==> src/design/fprz_pkg.sv <==
package fprz_pkg;

  localparam int MAX_LINE_DEF = 2048;
  localparam int MAX_ROWS_DEF = 2048;

  localparam int STEP_W     = 20;
  localparam int ACC_W      = 28;
  localparam int CNT_W      = 12;
  localparam int RUN_W      = 4;
  localparam int PIX_W      = 24;
  localparam int MAX_COPIES = 8;

  localparam logic [STEP_W-1:0] MIN_STEP  = STEP_W'(8192);
  localparam logic [ACC_W-1:0]  HALF_UNIT = ACC_W'(32'h8000);

  // Register index carried by paddr[2].
  localparam logic REG_DUP_STEP = 1'b0;

  typedef enum logic {
    CMD_PIXEL = 1'b0,
    CMD_DRAIN = 1'b1
  } cmd_e;

  typedef struct packed {
    logic src_take;
    logic drn_take;
    logic row_adv;
    logic row_fin;
    logic col_adv;
    logic col_fin;
  } ctrl_cmd_t;

  typedef struct packed {
    cmd_e in_cmd;
    logic in_line_end;
    logic src_ok;
    logic drn_ok;
    logic row_match;
    logic col_match;
    logic out_free;
  } dp_stat_t;

  // A zero step disables copies; small nonzero steps are raised to one eighth.
  function automatic logic [STEP_W-1:0] eff_step(input logic [STEP_W-1:0] s);
    if (s == '0) begin
      return '0;
    end else if (s < MIN_STEP) begin
      return MIN_STEP;
    end
    return s;
  endfunction

  // Round half up to an integer, kept modulo the counter range.
  function automatic logic [CNT_W-1:0] round_acc(input logic [ACC_W-1:0] acc);
    logic [ACC_W-1:0] sum;
    sum = acc + HALF_UNIT;
    return sum[ACC_W-1:ACC_W-CNT_W];
  endfunction

endpackage

==> src/design/fprz_ctrl.sv <==
module fprz_ctrl (
  input  logic                 clk_i,
  input  logic                 rst_ni,
  input  logic                 s_axis_tvalid_i,
  output logic                 s_axis_tready_o,
  input  fprz_pkg::dp_stat_t   stat_i,
  output fprz_pkg::ctrl_cmd_t  cmd_o
);
  import fprz_pkg::*;

  localparam logic [1:0] S_IDLE = 2'd0;
  localparam logic [1:0] S_ROW  = 2'd1;
  localparam logic [1:0] S_EMIT = 2'd2;

  logic [1:0] state_q, state_d;
  logic       take;

  assign s_axis_tready_o = (state_q == S_IDLE);
  assign take = s_axis_tvalid_i && s_axis_tready_o;

  always_comb begin
    state_d = state_q;
    cmd_o   = '0;
    case (state_q)
      S_IDLE: begin
        if (take) begin
          if (stat_i.in_cmd == CMD_PIXEL) begin
            if (stat_i.src_ok) begin
              cmd_o.src_take = 1'b1;
              state_d = stat_i.in_line_end ? S_ROW : S_EMIT;
            end
          end else if (stat_i.drn_ok) begin
            cmd_o.drn_take = 1'b1;
            state_d = S_EMIT;
          end
        end
      end
      S_ROW: begin
        if (stat_i.row_match) begin
          cmd_o.row_adv = 1'b1;
        end else begin
          cmd_o.row_fin = 1'b1;
          state_d = S_EMIT;
        end
      end
      S_EMIT: begin
        if (stat_i.out_free) begin
          if (stat_i.col_match) begin
            cmd_o.col_adv = 1'b1;
          end else begin
            cmd_o.col_fin = 1'b1;
            state_d = S_IDLE;
          end
        end
      end
      default: begin
        state_d = S_IDLE;
      end
    endcase
  end

  always_ff @(posedge clk_i or negedge rst_ni) begin
    if (!rst_ni) begin
      state_q <= S_IDLE;
    end else begin
      state_q <= state_d;
    end
  end

endmodule

==> config.mk <==
export PLATFORM = sky130hd
export DESIGN_NAME = fprz_ctrl
export DESIGN_NICKNAME = d
export VERILOG_FILES = /design/src/design/fprz_pkg.sv /design/src/design/fprz_ctrl.sv
export SDC_FILE = /design/constraint.sdc
export NUM_CORES = 1
export LEC_CHECK = 0
export BUFFER_PORTS_ARGS = -buffer_cell sky130_fd_sc_hd__buf_2
export CORE_AREA = 4 4 41 43
export CTS_CLUSTER_DIAMETER = 60
export CTS_CLUSTER_SIZE = 8
export DETAILED_ROUTE_END_ITERATION = 8
export DIE_AREA = 0 0 45 47
export GPL_ROUTABILITY_DRIVEN = 1
export GPL_TIMING_DRIVEN = 0
export HOLD_SLACK_MARGIN = 0.02
export SYNTH_ARGS = -nofsm -noshare
export SYNTH_HDL_FRONTEND = slang
export SYNTH_SLANG_ARGS = --single-unit
==> constraint.sdc <==
create_clock -name clk_i -period 2.05 [get_ports clk_i]
set_input_delay 0.205 -clock clk_i [delete_from_list [all_inputs] [get_ports clk_i]]
set_output_delay 0.205 -clock clk_i [all_outputs]
set_load 0.03 [all_outputs]
==> results of run 1 <==
-- routing by layer --
layer	up-vias	track usage, %
met5	-	0
met4	0	8.77
met3	2	4.21
met2	14	7.06
met1	83	6.12
li1	109	-
-- stage by stage --
| step | setup WS (ns) | utilization (%) | instances | instance area [um2] | power, mW |
|---|---|---|---|---|---|
| floorplan | 0.511 | - | 19 | 159 | 0.118 |
| global placement | 0.607 | 19.8 | 50 | 258 | 0.148 |
| detailed placement | 0.605 | 19.8 | 50 | 258 | 0.150 |
| CTS | 0.361 | 22.3 | 54 | 290 | 0.243 |
| global route | 0.318 | 22.3 | 54 | 290 | 0.254 |
| finish | 0.369 | 22.3 | 54 | 290 | 0.236 |
-- worst max-delay path, stage by stage (launching register included) --
cell and delay (ns):
dfrtp_1 0.39, or3b_4 0.42, nor3b_2 0.21, buf_2 0.23
-- layout make-up --
class	count	area, um2
fill	162	1010
sequential	2	50.0
multi-input combinational	17	109
timing repair buffer	17	90.1
clock buffer	3	22.5
tap	15	18.8
-- synthesized netlist by cell type --
cell	number	area share, %
nor2b_1	1	3.9
nor2_1	3	7.1
or3b_4	1	7.1
a21oi_1	2	6.3
dfrtp_1	2	31
o21ai_0	1	3.1
nand2_1	2	4.7
nand2b_1	1	3.9
nor3b_1	2	9.4
a21o_1	1	4.7
nor3b_2	1	7.9
and3_1	1	3.9
and3b_2	1	6.3
-- where the power goes --
part / internal [mW] / switching, mW / leakage, nW
registers: 0.0472 / 0.00763 / 0.0262
clock network: 0.0645 / 0.0223 / 0.0138
logic: 0.0380 / 0.0558 / 0.126
-- path summary, 6_finish.rpt --
check	to	slack (ns)	start	cells past startpoint
max	cmd_o[5]	0.37	state_q[1]	3
min	state_q[0]	0.21	stat_i[5]	2
max reg2reg	state_q[0]	0.82	state_q[1]	3
min reg2reg	state_q[1]	0.66	state_q[1]	2
max in group asynchronous	state_q[1]	1.65	rst_ni	2
min in group asynchronous	state_q[0]	0.30	rst_ni	2
-- cells by family after synthesis --
| family | share of synthesized area [%] |
|---|---|
| simple gates | 54.3 |
| compound gates | 14.2 |
| flops | 31.5 |
==> qor.yml, run 1 <==
final.min_clock_period_ns: 1.68
setup_tns_ns: 0
met3_wirelength_um: 86
path_clk_slew_ns: 0.03
rsz0062_at_grt: "false"
cts.sinks: 2
final_common_cell: "buf_2"
cts_resized: 0
ir_drop_mv: 0.234
start_util_pct: 12.2
h-tree-depth: 1
gp_congestion: 0.632
grt_pass1_vias: 203
postCtsSetupBuffers: 0
status: "finished, final reports clean"
synthCells: 19
ctsHoldBuffers: 1
grt_overflow: 0
ys_ff_latch: 2
grt_pass1_wl_um: 807
drive_above_1_share_pct: 56.4
hold_path_class: "input port to flop"
hpwl_um: 414
wl_met2_um: 198
maxCapViolCount: 0
io_buffers: 16
fmax_mhz: 595
finalHoldViolCount: 0
die_h_um: 47
critPathLaunchType: "flop"
critPathCaptureType: "primary output"
largest_reg_flops: 2
grt_max_degree: 6
largestRegisters: "state_q: 2 flops"
drt_iter0_markers: 3
worstSetupPathType: "flop to primary output"
synth.distinct_cells: 13
drv_slew: 0
crit_required_ns: 1.85
antenna_found_initial: 0
clk_latency_ns: 0.22
fin_nets: 51
path_max_fanout: 5
cts_buffer_depth: 2
first_pass_iters: 2
max_slew_margin_pct: 83.9
crit_arrival_ns: 1.48
route.detailed.drc: 0
ys_warn_count: 0
cts_buffers: 3
syn-cell-area_um2: 159
largest_register: "state_q"
viasPerCell: 3.85
final_cell_mix: "buf_2 (16), nor2_1 (3), clkbuf_4 (3)"
synth.avg_cell_area_um2: 8.36
top_level_ports: 17
post-route-period-util_pct: 82.0
die_x_um: 45
timing.hold.ws_ns: 0.213
core_area_mm2: 0.00130
ant_nets: 0
p_leak_nw: 0.166
syn_nets: 29
totalWireLength_um: 497
skew_ns: 0.00155
via_count: 208
num_antenna_cells: 0
tightest_slew_ns: 0.240
grt_usage_pct: 6.16
p_per_area_mw_per_mm2: 811
wirelength_met1_um: 202
root_buffer: "clkbuf_4"
setup_viol: 0
num_rows: 13
post_drt_wl_per_cell_um: 9.20
syn2layout_area_growth_pct: 82.7
dieArea_mm2: 0.00212
synth_seq_area_share_pct: 31.5
cts_tree: "yes"
highest_layer: "met4"
(Power assumes the default switching activity.)
==> inputs of run 2 (changes only) <==
Clock period 2.05 ns to 1.5 ns, I/O delays scaled along.
==> qor.yml, run 2 (synthesis results as in run 1) <==
finalHoldViolCount: 0
final.min_clock_period_ns: 1.54
drive_above_1_share_pct: 61.9
drt_iter0_markers: 2
first_pass_iters: 3
viasPerCell: 3.93
fmax_mhz: 649
die_x_um: 45
h-tree-depth: 1
ant_nets: 0
violations: "negative setup slack"
grt.met3_usage_pct: 4.60
grt_pass1_vias: 240
power_frac_comb_pct: 46.1
use_met2_pct: 8.76
core_area_mm2: 0.00130
clk_latency_ns: 0.23
root_buffer: "clkbuf_4"
critPathCaptureType: "primary output"
via_count: 224
hold_path_class: "input port to flop"
final_common_cell: "buf_2"
path_buf_inv: 1
regArea_um2: 50.0
crit_chain: "or3b_4 > nor3b_4 > buf_6"
io_buffers: 16
fin_ws_ns: -0.0414
status: "complete, but fails checks"
grt_max_degree: 5
setup_viol: 1
cts_tree: "yes"
grt_pass1_wl_um: 855
rsz0062_at_grt: "true"
multi_input_comb_area_um2: 118
cts_buffer_depth: 2
worstSetupPathType: "flop to primary output"
crit_arrival_ns: 1.39
num_rows: 13
use_met1_pct: 5.91
dieArea_mm2: 0.00212
swShare_pct: 35.7
path_max_fanout: 3
setup_tns_ns: -0.0414
gp_congestion: 0.698
path_clk_slew_ns: 0.03
power_frac_seq_pct: 19.7
max_slew_margin_pct: 85.3
maxCapViolCount: 0
p_per_area_mw_per_mm2: 1060
start_util_pct: 12.2
top_usage_layer: "met2"
largestRegisters: "state_q: 2 flops"
syn2layout_area_growth_pct: 108
post_drt_wl_per_cell_um: 9.35
crit_family: "simple AND/OR/NAND/NOR gates"
skew_ns: 0.00444
p_leak_nw: 0.187
drv_slew: 0
ir_drop_mv: 0.287
slowest_delay_ns: 0.42
largest_register: "state_q"
cts.sinks: 2
top_level_ports: 17
totalWireLength_um: 533
crit_required_ns: 1.35
tightest_slew_ns: 0.221
final_cell_mix: "buf_2 (14), buf_4 (4), nor2_1 (3), clkbuf_4 (3)"
cts_buffers: 3
critPathLaunchType: "flop"
route.detailed.drc: 0
p_int_mw: 0.226
largest_reg_flops: 2
p_switching_mw: 0.125
post-route-period-util_pct: 103
grt_usage_pct: 6.40
timing.hold.ws_ns: 0.153
num_antenna_cells: 0
power_mw: 0.351
fin_nets: 54
grt_overflow: 0
die_h_um: 47
fillers: 155
power_frac_clock_pct: 34.2
cp_slowest_cell: "or3b_4"
antenna_found_initial: 0
-- run 2: area by class of cell --
| class | instances | area share [%] |
|---|---|---|
| clock buffer | 3 | 6.82 |
| timing repair buffer | 20 | 36.7 |
| multi-input combinational | 17 | 35.6 |
| sequential | 2 | 15.2 |
| tap | 15 | 5.68 |
-- run 2: path summary, 6_finish.rpt --
| kind | from | to | slack [ns] | cells after the start |
|---|---|---|---|---|
| min | stat_i[5] | state_q[0] | 0.15 | 2 |
| max in group asynchronous | rst_ni | state_q[0] | 1.16 | 2 |
| max reg2reg | state_q[0] | state_q[0] | 0.19 | 4 |
| min reg2reg | state_q[0] | state_q[1] | 0.62 | 2 |
| max | state_q[0] | cmd_o[5] | -0.04 | 3 |
| min in group asynchronous | rst_ni | state_q[1] | 0.24 | 2 |
-- run 2: routing by layer --
metal	up-vias	share of wire, %
met5	-	0
met4	0	1.9
met3	2	16
met2	14	39
met1	95	43
li1	113	-
-- run 2: repair_timing --
item / 4_1_cts / 5_1_grt
setup endpoints to repair: 2 / 4
hold buffers: 1 / 0
hold endpoints to repair: 2 / 0
gates resized for setup: 2 / 3
buffers inserted: 2 / 1
pin swaps: 2 / 1
-- run 2: power by group through the flow --
stage / sequential, mW / clock (mW) / combinational (mW)
detailed placement: 0.0757 / 0 / 0.131
global placement: 0.0756 / 0 / 0.131
CTS: 0.0690 / 0.127 / 0.156
floorplan: 0.0735 / 0 / 0.0917
global route: 0.0709 / 0.133 / 0.176
finish: 0.0692 / 0.120 / 0.162
-- run 2: stage by stage --
stage               setup slack [ns]  area, um2  cells  utilization, %
floorplan                     0.0652        165     19               -
global placement              0.0943        264     50            20.3
detailed placement            0.0972        264     50            20.3
CTS                          -0.0408        318     56            24.4
global route                 -0.0940        330     57            25.4
finish                       -0.0414        330     57            25.4
-- run 2: worst reg2reg max path, cell delays in order, from the launching register on --
cell and delay [ns]:
dfrtp_1 0.36, or3b_4 0.42, nor3b_4 0.23, buf_4 0.13, a21o_1 0.10
==> inputs of run 3 (changes only) <==
Settings changed: BUFFER_PORTS_ARGS -buffer_cell sky130_fd_sc_hd__buf_2 to -buffer_cell sky130_fd_sc_hd__buf_4.
==> qor.yml, run 3 (synthesis results as in run 1) <==
largest_reg_flops: 2
crit_required_ns: 1.35
critPathCaptureType: "primary output"
placed_cells_incl_taps: 50
hold_end: "state_q[0]"
status: "complete, but fails checks"
hpwl_um: 402
skew_ns: 0.00512
gp_congestion: 0.697
die_x_um: 45
post_drt_wl_per_cell_um: 9.04
cts_tree: "yes"
dieArea_mm2: 0.00212
setup_viol: 1
grt_usage_pct: 6.32
path_max_fanout: 3
ir_drop_mv: 0.262
max_slew_margin_pct: 81.7
worstHoldStart: "stat_i[5]"
drv_slew: 0
violations: "negative setup slack"
num_antenna_cells: 0
tightest_slew_ns: 0.275
worstSetupPathType: "flop to primary output"
root_buffer: "clkbuf_4"
min_path_cells: 2
via_count: 220
cts_buffer_depth: 2
drive_above_1_share_pct: 58.5
grt_pass1_wl_um: 828
antenna_found_initial: 0
timing.hold.ws_ns: 0.144
worst-r2r-setup-slack_ns: 0.31
num_rows: 13
cts_buffers: 3
start_util_pct: 12.2
post-route-period-util_pct: 102
p_per_area_mw_per_mm2: 1010
ant_nets: 0
r2r_cells: 3
fin_ws_ns: -0.0251
io_buffers: 16
startpoint: "state_q[0]"
grt_pass1_vias: 227
clk_latency_ns: 0.23
syn2layout_area_growth_pct: 124
largestRegisters: "state_q: 2 flops"
design_area_um2: 355
rsz0062_at_grt: "true"
setup_tns_ns: -0.0251
final_common_cell: "buf_4"
h-tree-depth: 1
hold_path_class: "input port to flop"
maxCapViolCount: 0
r2r-start: "state_q[0]"
instances_no_fill: 56
slowest_delay_ns: 0.42
path_clk_slew_ns: 0.03
fin_nets: 53
grt_overflow: 0
crit_chain: "or3b_4 > nor3b_4 > buf_6"
path_buf_inv: 1
reg2reg_to: "state_q[0]"
fillers: 155
finalHoldViolCount: 0
cts.sinks: 2
cp_slowest_cell: "or3b_4"
route.detailed.drc: 0
grt_max_degree: 5
power_mw: 0.360
final_cell_mix: "buf_4 (17), nor2_1 (3), clkbuf_4 (3)"
top_level_ports: 17
largest_register: "state_q"
fmax_mhz: 656
final.min_clock_period_ns: 1.53
crit_arrival_ns: 1.38
die_h_um: 47
first_pass_iters: 4
crit_family: "simple AND/OR/NAND/NOR gates"
critPathLaunchType: "flop"
drt_iter0_markers: 4
totalWireLength_um: 506
p_leak_nw: 0.189
place_area_um2: 304
core_area_mm2: 0.00130
viasPerCell: 3.93
-- run 3: metal layers --
metal | vias to the layer above | global-route usage [%] | part of all wire (%)
li1 | 113 | - | -
met1 | 91 | 5.68 | 47
met2 | 14 | 8.76 | 38
met3 | 2 | 4.60 | 14
met4 | 0 | 7.02 | 2.0
met5 | - | 0 | 0
-- run 3: how the worst max path moves through the flow --
stage | to | depth (start not counted)
after floorplan | state_q[1] | 3
after global placement | cmd_o[5] | 3
after detailed placement | cmd_o[5] | 3
after CTS | cmd_o[5] | 3
after global routing | cmd_o[5] | 3
final | cmd_o[5] | 3
-- run 3: where the power goes --
part           total (mW)  switching [mW]  internal (mW)
Clock               0.119          0.0310         0.0883
Combinational       0.172          0.0879         0.0838
Sequential         0.0693         0.00484         0.0645
Total               0.360           0.124          0.237
-- run 3: what timing repair did --
| item | in CTS | in global routing |
|---|---|---|
| pin swaps | 2 | 0 |
| resized for setup | 1 | 0 |
| setup endpoints to repair | 1 | 1 |
| buffers inserted | 2 | 0 |
| hold buffers | 1 | 0 |
| hold endpoints to repair | 2 | 0 |
-- run 3: layout make-up --
type,count,area [um2],area share (%)
repair buffers,19,149,41.9
multi-input cells,17,115,32.4
flip-flops and latches,2,50.0,14.1
clock buffers,3,22.5,6.34
well taps,15,18.8,5.28
-- run 3: worst reg2reg max path: cells and delay by family, from the launching register on --
kind,cells,cell delay [ns]
simple gates,2,0.63
flops,1,0.36
compound gates,1,0.14
-- run 3: through the flow --
stage	utilization, %	worst slack, ns
floorplan	-	0.0652
global placement	23.4	0.125
detailed placement	23.4	0.134
CTS	27.3	-0.0400
global route	27.3	-0.0889
finish	27.3	-0.0251
